$ cat config.mk
export PLATFORM = sky130hd
export DESIGN_NAME = wlom_ctrl
export DESIGN_NICKNAME = d
export VERILOG_FILES = /design/src/hdl/window_layer_ownership_map_defines.svh /design/src/hdl/wlom_pkg.sv /design/src/hdl/wlom_ctrl.sv
export SDC_FILE = /design/constraint.sdc
export NUM_CORES = 1
export LEC_CHECK = 0
export CORE_AREA = 4 4 41 43
export CTS_BUF_LIST = sky130_fd_sc_hd__clkbuf_8 sky130_fd_sc_hd__clkbuf_16
export DETAILED_ROUTE_END_ITERATION = 12
export DIE_AREA = 0 0 45 47
export DONT_BUFFER_PORTS = 1
export GPL_ROUTABILITY_DRIVEN = 0
export PLACE_DENSITY_LB_ADDON = 0.1
export SYNTH_ARGS = -nofsm -noshare
export SYNTH_HDL_FRONTEND = slang
export SYNTH_SLANG_ARGS = --single-unit
$ cat constraint.sdc
create_clock -name clk -period 2.7 [get_ports clk]
set_clock_uncertainty 0.1 [all_clocks]
set_input_delay 0.54 -clock clk [delete_from_list [all_inputs] [get_ports clk]]
set_output_delay 0.54 -clock clk [all_outputs]
set_load 0.005 [all_outputs]
$ cat src/hdl/window_layer_ownership_map_defines.svh
// assertion macros for the window layer ownership map
`ifndef WINDOW_LAYER_OWNERSHIP_MAP_DEFINES_SVH
`define WINDOW_LAYER_OWNERSHIP_MAP_DEFINES_SVH

`ifndef SYNTHESIS

// same-cycle implication, off while reset is asserted
`define WLOM_ASSERT_IMP(label, clk, rst_n, ante, cons, msg) \
  label: assert property (@(posedge clk) disable iff (!rst_n) (ante) |-> (cons)) \
    else $error(msg);

// next-cycle implication, off while reset is asserted
`define WLOM_ASSERT_NEXT(label, clk, rst_n, ante, cons, msg) \
  label: assert property (@(posedge clk) disable iff (!rst_n) (ante) |=> (cons)) \
    else $error(msg);

`else

`define WLOM_ASSERT_IMP(label, clk, rst_n, ante, cons, msg)
`define WLOM_ASSERT_NEXT(label, clk, rst_n, ante, cons, msg)

`endif

`endif

$ cat src/hdl/wlom_pkg.sv
// shared types and constants for the window layer ownership map
`default_nettype none

package wlom_pkg;

  // item kinds
  typedef enum logic [1:0] {
    KIND_CLEAR = 2'd0,
    KIND_PAINT = 2'd1,
    KIND_QUERY = 2'd2
  } kind_t;

  // configuration port
  localparam int CFG_INDEX_W = 1;
  localparam int CFG_DATA_W  = 8;
  localparam logic [CFG_INDEX_W-1:0] REG_SCREEN_COLUMNS = 1'b0;
  localparam logic [CFG_INDEX_W-1:0] REG_SCREEN_ROWS    = 1'b1;
  localparam logic [7:0] SCREEN_COLUMNS_RESET = 8'd80;
  localparam logic [6:0] SCREEN_ROWS_RESET    = 7'd24;

  // signed widths for rectangle clipping math; layer and port id widths
  localparam int COL_CALC_W = 12;
  localparam int ROW_CALC_W = 11;
  localparam int LAYER_W    = 16;
  localparam int PORT_ID_W  = 16;

  // controller states
  typedef enum logic [2:0] {
    ST_CLEAR = 3'd0,
    ST_IDLE  = 3'd1,
    ST_PAINT = 3'd2,
    ST_QREAD = 3'd3,
    ST_QOUT  = 3'd4
  } state_t;

  // controller to datapath commands
  typedef struct packed {
    logic load;        // latch a new item
    logic paint_step;  // tag the walker cell for write-back and advance the walker
    logic rd_en;       // memory read at walker address
    logic clr_en;      // write one empty entry and advance sweep
    logic out_load;    // load the result register
  } cmd_t;

  // datapath to controller status
  typedef struct packed {
    logic paint_nonempty;  // clipped rectangle has at least one cell
    logic paint_last;      // walker sits on the last cell
    logic clr_last;        // sweep sits on the last entry
  } sts_t;

endpackage

`default_nettype wire

$ cat src/hdl/wlom_ctrl.sv
// controller: sequences clear sweeps, paint walks and queries
`default_nettype none

module wlom_ctrl (
  input  wire             clk,
  input  wire             rst_n,
  input  wire             in_valid,
  output logic            in_stall,
  input  wire  [1:0]      in_kind,
  output logic            out_valid,
  input  wire             out_stall,
  input  wlom_pkg::sts_t  sts,
  output wlom_pkg::cmd_t  cmd
);
  import wlom_pkg::*;

  state_t state_r, state_nxt;
  logic   out_valid_r, out_valid_nxt;

  // state and result valid registers; reset starts the clearing sweep
  always_ff @(posedge clk) begin
    if (!rst_n) begin
      state_r     <= ST_CLEAR;
      out_valid_r <= 1'b0;
    end else begin
      state_r     <= state_nxt;
      out_valid_r <= out_valid_nxt;
    end
  end

  // next state and commands
  always_comb begin
    state_nxt = state_r;
    cmd       = '0;
    in_stall  = 1'b1;
    unique case (state_r)
      ST_CLEAR: begin
        cmd.clr_en = 1'b1;
        if (sts.clr_last) begin
          state_nxt = ST_IDLE;
        end
      end
      ST_IDLE: begin
        in_stall = 1'b0;
        if (in_valid) begin
          cmd.load = 1'b1;
          unique case (in_kind)
            KIND_CLEAR: state_nxt = ST_CLEAR;
            KIND_PAINT: begin
              if (sts.paint_nonempty) begin
                state_nxt = ST_PAINT;
              end
            end
            KIND_QUERY: state_nxt = ST_QREAD;
            default:    state_nxt = ST_IDLE;
          endcase
        end
      end
      ST_PAINT: begin
        cmd.paint_step = 1'b1;
        cmd.rd_en      = 1'b1;
        if (sts.paint_last) begin
          state_nxt = ST_IDLE;
        end
      end
      ST_QREAD: begin
        cmd.rd_en = 1'b1;
        state_nxt = ST_QOUT;
      end
      ST_QOUT: begin
        if (!out_valid_r || !out_stall) begin
          cmd.out_load = 1'b1;
          state_nxt    = ST_IDLE;
        end
      end
      default: state_nxt = ST_CLEAR;
    endcase
  end

  // result valid: set on load, dropped once taken
  always_comb begin
    out_valid_nxt = out_valid_r;
    if (cmd.out_load) begin
      out_valid_nxt = 1'b1;
    end else if (!out_stall) begin
      out_valid_nxt = 1'b0;
    end
  end

  assign out_valid = out_valid_r;

endmodule

`default_nettype wire

==> results.ini, run 1 <==
[run_status]
outcome = finished, final reports clean

[die]
initial_core_util_pct = 24.04
die_w_um = 45
ioPinCount = 16
dieArea_um2 = 2115
fp-row-count = 13
core_um2 = 1301
dieHeight_um = 47

[setup_path]
rrSetupSlack_ns = 1.24
crit_arrival_ns = 1.23
cpLargestDelayFamily = flip-flops
path_class = flop to primary output
crit_buf_inv = 0
slowest_stage = dfxtp_1
crit_path_end_kind = primary output
cp.required_ns = 2.06
path_max_fanout = 7
cp-start-kind = flop
crit_chain = or3b_1 -> a21oi_1
critical-path-max-stage-delay_ns = 0.42

[timing]
slew_violations = 0
fin_crit_ns = 1.868
hold_viol = 0
rsz0062_at_grt = false
max_slew.worst_pin.slew_ns = 0.3974
setup_viol = 0
period_share_pct = 69.18
fin_setup_tns_ns = 0
slew-limit-headroom_pct = 73.44
fmax_mhz = 535.3

[cells_and_area]
instances_no_fill = 54
seq_area_um2 = 80.08
areaGrowthSynthToFinish_pct = 15.20
nNetsFinal = 53
multi_input_area_um2 = 209.0
fillers = 151
antenna_cells = 0
drive_above_1_share_pct = 15.38

[min_path]
hold_class = input port to flop

[routing]
drtIter0Drc = 1
firstDrtPassIters = 2
wl_per_cell_um = 11.50
routed_wl_um = 621
vias_per_cell = 4.574
detail-route-antenna-nets = 0
vias = 247
drc_errors = 0

[global_routing]
antenna_found_initial = 0
grt_overflow = 0
grt_max_degree = 11
track_usage_pct = 7.024
grt_pass1_vias = 231
grt_pass1_wl_mm = 1.014

[cts]
cts_root_buf = clkbuf_8
clock_latency_ns = 0.21
cts.sinks = 4
cts_tree = done
clock_path_buffers = 2
ctsHoldBuffers = 0
cts_buffers = 3
clk_pin_slew_ns = 0.03
post_cts_resized = 0
post_cts_buffers = 0
cts_max_level = 1

[power_and_ir_drop]
p_per_area_nw_per_um2 = 731.1
p_leak_uw = 0.0001648
peakVddDrop_uv = 318.7

[job]
drv_cap = 0

[yosys]
synthCells = 38
yosys_register_bits = 4
synthTopCellsByArea = dfxtp_1 26%, ha_1 12%, mux2i_1 6.4%
seq_area_frac_synth_pct = 25.60
syn_area_um2 = 312.8
syn_area_per_cell_um2 = 8.232
synth_top_area_share_pct = 25.60
yosys_warnings = 0
yosys.area.top_type = dfxtp_1
syn_nets = 50
netlist-cell-type-count = 24

[placement]
io_buffers = 0
placed_cells = 51
hpwlAfterDp_um = 528.9

path summary, 6_finish.rpt:
path / end / start / cells after the start
worst max-delay path: cmd[0] / state_r[2] / 2
worst min-delay path: state_r[2] / rst_n / 1
worst max register to register: state_r[1] / state_r[2] / 4
worst min register to register: out_valid / out_valid / 2
cell families after synthesis:
logic type	share of synthesized area, %
and+or+nand+nor	32.80
muxes	6.400
AOI/OAI and AO/OA	15.60
adders and majority gates	12.00
DFF	25.60
buffers and inverters	7.599
per-layer routing:
metal	vias to the layer above	share of wire (%)	track usage, %
met5	-	0	0
met4	0	0	3.509
met3	0	10	5.364
met2	7	47	9.322
met1	107	43	8.163
li1	133	-	-
through the flow:
step                      total power [uW]  area (um^2)  hold slack, ns  util, %  setup WS, ns
after global routing                 283.6        360.3          0.3543    27.69        0.7412
after floorplan                      134.5        312.8          0.3832        -         1.031
after global placement               143.4        319.1          0.4148    24.52         1.037
final                                263.5        360.3          0.3602    27.69        0.8320
after CTS                            269.1        360.3          0.3600    27.69        0.8077
after detailed placement             144.7        319.1          0.4132    24.52         1.038
cell usage after synthesis:
library cell	count
buf_4	1
a21o_1	1
and2b_1	1
a2111oi_1	1
ha_1	3
nor2_1	3
nand3_1	1
o21ai_0	2
inv_1	3
or4_1	1
nor3_2	1
a21oi_2	1
nor2b_1	2
nand2_1	3
nand2b_1	1
a21oi_1	1
dfxtp_1	4
or3b_4	1
buf_2	1
or3b_1	1
and2_1	1
nor3_1	1
mux2i_1	2
a21boi_1	1
cells in the final DEF, fill, tap and decap left out, types with 2 or more instances in the layout:
master,n
clkbuf_8,3
dfxtp_1,4
ha_1,3
nor2b_1,2
nand2_1,3
o21ai_0,2
nor2_1,3
mux2i_1,2
inv_1,3
flip-flops by register name (all words and copies together), names as in the netlist:
name / cells
out_valid: 1
state_r: 3
power by group:
| group | internal, uW | switching, uW | total (uW) |
|---|---|---|---|
| sequential | 67.2 | 13.9 | 81.2 |
| combinational | 31.8 | 29.1 | 60.9 |
| clock | 94.7 | 26.7 | 121 |
| total | 194 | 69.7 | 263 |
area by class of cell:
class | count | area share (%)
multi-input combinational | 29 | 57.99
clock buffer | 3 | 11.46
inverter | 3 | 3.125
sequential | 4 | 22.22
tap | 15 | 5.208
Power figures use the tool's default switching activity.
==> run 2, diff against run 1 <==
clock period = 1.7 ns   (was 2.7 ns; I/O delays follow)
==> run 2 against run 1 <==
  * Power up 66%
  * Cell count grew 1.9%
  * Register-to-register slack got worse by 1.0 ns
  * Sequential share of layout area decreased by 0.41 points
  * Clock power rose by 63%
  * Sequential cell count unchanged
  * Global-route usage up 0.085 points
  * Hold slack lost 0.21 ns
==> results.ini, run 2 (same netlist as run 1, synthesis figures left out) <==
[run_status]
outcome = finished, final reports clean

[power_and_ir_drop]
p_comb_share_pct = 27.6  ; +4.5 points
p_leak_uw = 0.0001698  ; +3.1%
p_clk_share_pct = 45.1  ; -1.0 points
p_per_area_nw_per_um2 = 1174  ; +61%
switchingPower_uw = 119.8  ; +72%
peakVddDrop_uv = 495.7  ; +56%
swShare_pct = 27.37  ; +0.89 points
seqPwrFrac_pct = 27.4  ; -3.4 points
internal_power_uw = 318.0  ; +64%

[global_routing]
grt_pass1_vias = 245  ; +6.1%
grt_overflow = 0  ; unchanged
grt_pass1_wl_mm = 1.041  ; +2.7%
antenna_found_initial = 0  ; unchanged
grt_max_degree = 11  ; unchanged
track_usage_pct = 7.109  ; +0.085 points

[setup_path]
crit_path_end_kind = primary output
crit_buf_inv = 0  ; unchanged
crit_arrival_ns = 1.17  ; -0.06 ns
path_max_fanout = 10  ; +3
path_class = flop to primary output
cp.required_ns = 1.26  ; -0.80 ns
cp-start-kind = flop
slowest_stage = or3b_1
rrSetupSlack_ns = 0.21  ; -1.03 ns
critical-path-max-stage-delay_ns = 0.43  ; about the same
cpLargestDelayFamily = simple AND/OR/NAND/NOR gates
crit_chain = or3b_1 -> a21oi_2

[cts]
post_cts_buffers = 0  ; unchanged
cts.sinks = 4  ; unchanged
cts_max_level = 1  ; unchanged
ctsHoldBuffers = 0  ; unchanged
clk_pin_slew_ns = 0.03  ; about the same
cts_tree = done
cts_root_buf = clkbuf_8
clock_latency_ns = 0.21  ; about the same
clock_path_buffers = 2  ; unchanged
cts_buffers = 3  ; unchanged
post_cts_resized = 0  ; unchanged

[cells_and_area]
fillers = 149  ; -1.3%
drive_above_1_share_pct = 22.50  ; +7.1 points
instances_no_fill = 55  ; +1.9%
regMostFlops = state_r
nNetsFinal = 54  ; +1.9%
largest_reg_flops = 3  ; unchanged
antenna_cells = 0  ; unchanged
areaGrowthSynthToFinish_pct = 19.20

[timing]
setup_viol = 0  ; unchanged
hold_viol = 0  ; unchanged
fin_setup_tns_ns = 0  ; unchanged
rsz0062_at_grt = false
slew_violations = 0  ; unchanged
slew-limit-headroom_pct = 72.43  ; -1.0 points
period_share_pct = 94.94
max_slew.worst_pin.slew_ns = 0.4125  ; +0.01504 ns
fin_crit_ns = 1.614
fmax_mhz = 619.6

[routing]
vias = 259  ; +4.9%
drtIter0Drc = 0  ; -1
detail-route-antenna-nets = 0  ; unchanged
firstDrtPassIters = 1  ; -1
drc_errors = 0  ; unchanged
vias_per_cell = 4.709  ; +3.0%
wl_per_cell_um = 11.58  ; +0.71%
routed_wl_um = 637  ; +2.6%

[die]
core_um2 = 1301  ; unchanged
initial_core_util_pct = 24.04  ; unchanged
ioPinCount = 16  ; unchanged
dieArea_um2 = 2115  ; unchanged
fp-row-count = 13  ; unchanged
dieHeight_um = 47  ; unchanged
die_w_um = 45  ; unchanged

[placement]
placed_cells = 52  ; +2.0%
hpwlAfterDp_um = 518.3  ; -2.0%
io_buffers = 0  ; unchanged

[job]
drv_cap = 0  ; unchanged

[min_path]
hold_class = input port to flop

==> run 2: cell count changes in the layout (fill, tap and decap cells not counted), sizes merged <==
| cell | before | now |
|---|---|---|
| buf | 0 | 1 |
==> run 2: worst register-to-register path, cell delays in order, from the launching register on <==
cell and delay, ns:
dfxtp_1 0.48, nor2b_1 0.09, a2111oi_1 0.44, nor3_2 0.12, mux2i_1 0.14
==> run 2: final cells by class <==
cell class	count	area [um^2]	area share [%]
clock buffer	3	41.29	11.07
inverter	3	11.26	3.020
multi-input combinational	29	212.7	57.05
sequential	4	81.33	21.81
tap	15	18.77	5.034
timing repair buffer	1	7.507	2.013
==> run 2: metal layers <==
metal | GRT usage [%] | up-vias | wire [um] | part of all wire, %
li1 | - | 133 | - | -
met1 | 7.727 | 119 | 273 | 43
met2 | 10.73 | 7 | 308 | 48
met3 | 3.448 | 0 | 55 | 8.6
met4 | 5.263 | 0 | 0 | 0
met5 | 0 | - | 0 | 0
==> run 2: power by group through the flow <==
stage | Sequential [uW] | Clock, uW | Combinational (uW)
2_1_floorplan | 120 | 0 | 93.3
3_3_place_gp | 121 | 0 | 120
3_5_place_dp | 121 | 0 | 122
4_1_cts | 120 | 206 | 122
5_1_grt | 123 | 217 | 132
6_report | 120 | 197 | 121
==> run 2: final timing paths <==
| check | cells past startpoint | startpoint | to |
|---|---|---|---|
| max reg2reg | 4 | state_r[1] | state_r[1] |
| min | 1 | rst_n | state_r[2] |
| max | 2 | state_r[1] | cmd[0] |
| min reg2reg | 2 | out_valid | out_valid |
==> run 2: metrics by stage <==
stage	utilization [%]	cell area (um^2)	worst slack (ns)	hold WS (ns)	power, uW
floorplan	-	312.8	0.2314	0.3617	213.6
global placement	25.10	326.6	0.2259	0.3662	240.7
detailed placement	25.10	326.6	0.2095	0.3725	242.8
CTS	28.27	367.9	0.01368	0.1502	447.7
global route	28.65	372.9	0.01275	0.1511	472.4
finish	28.65	372.9	0.08610	0.1529	437.8
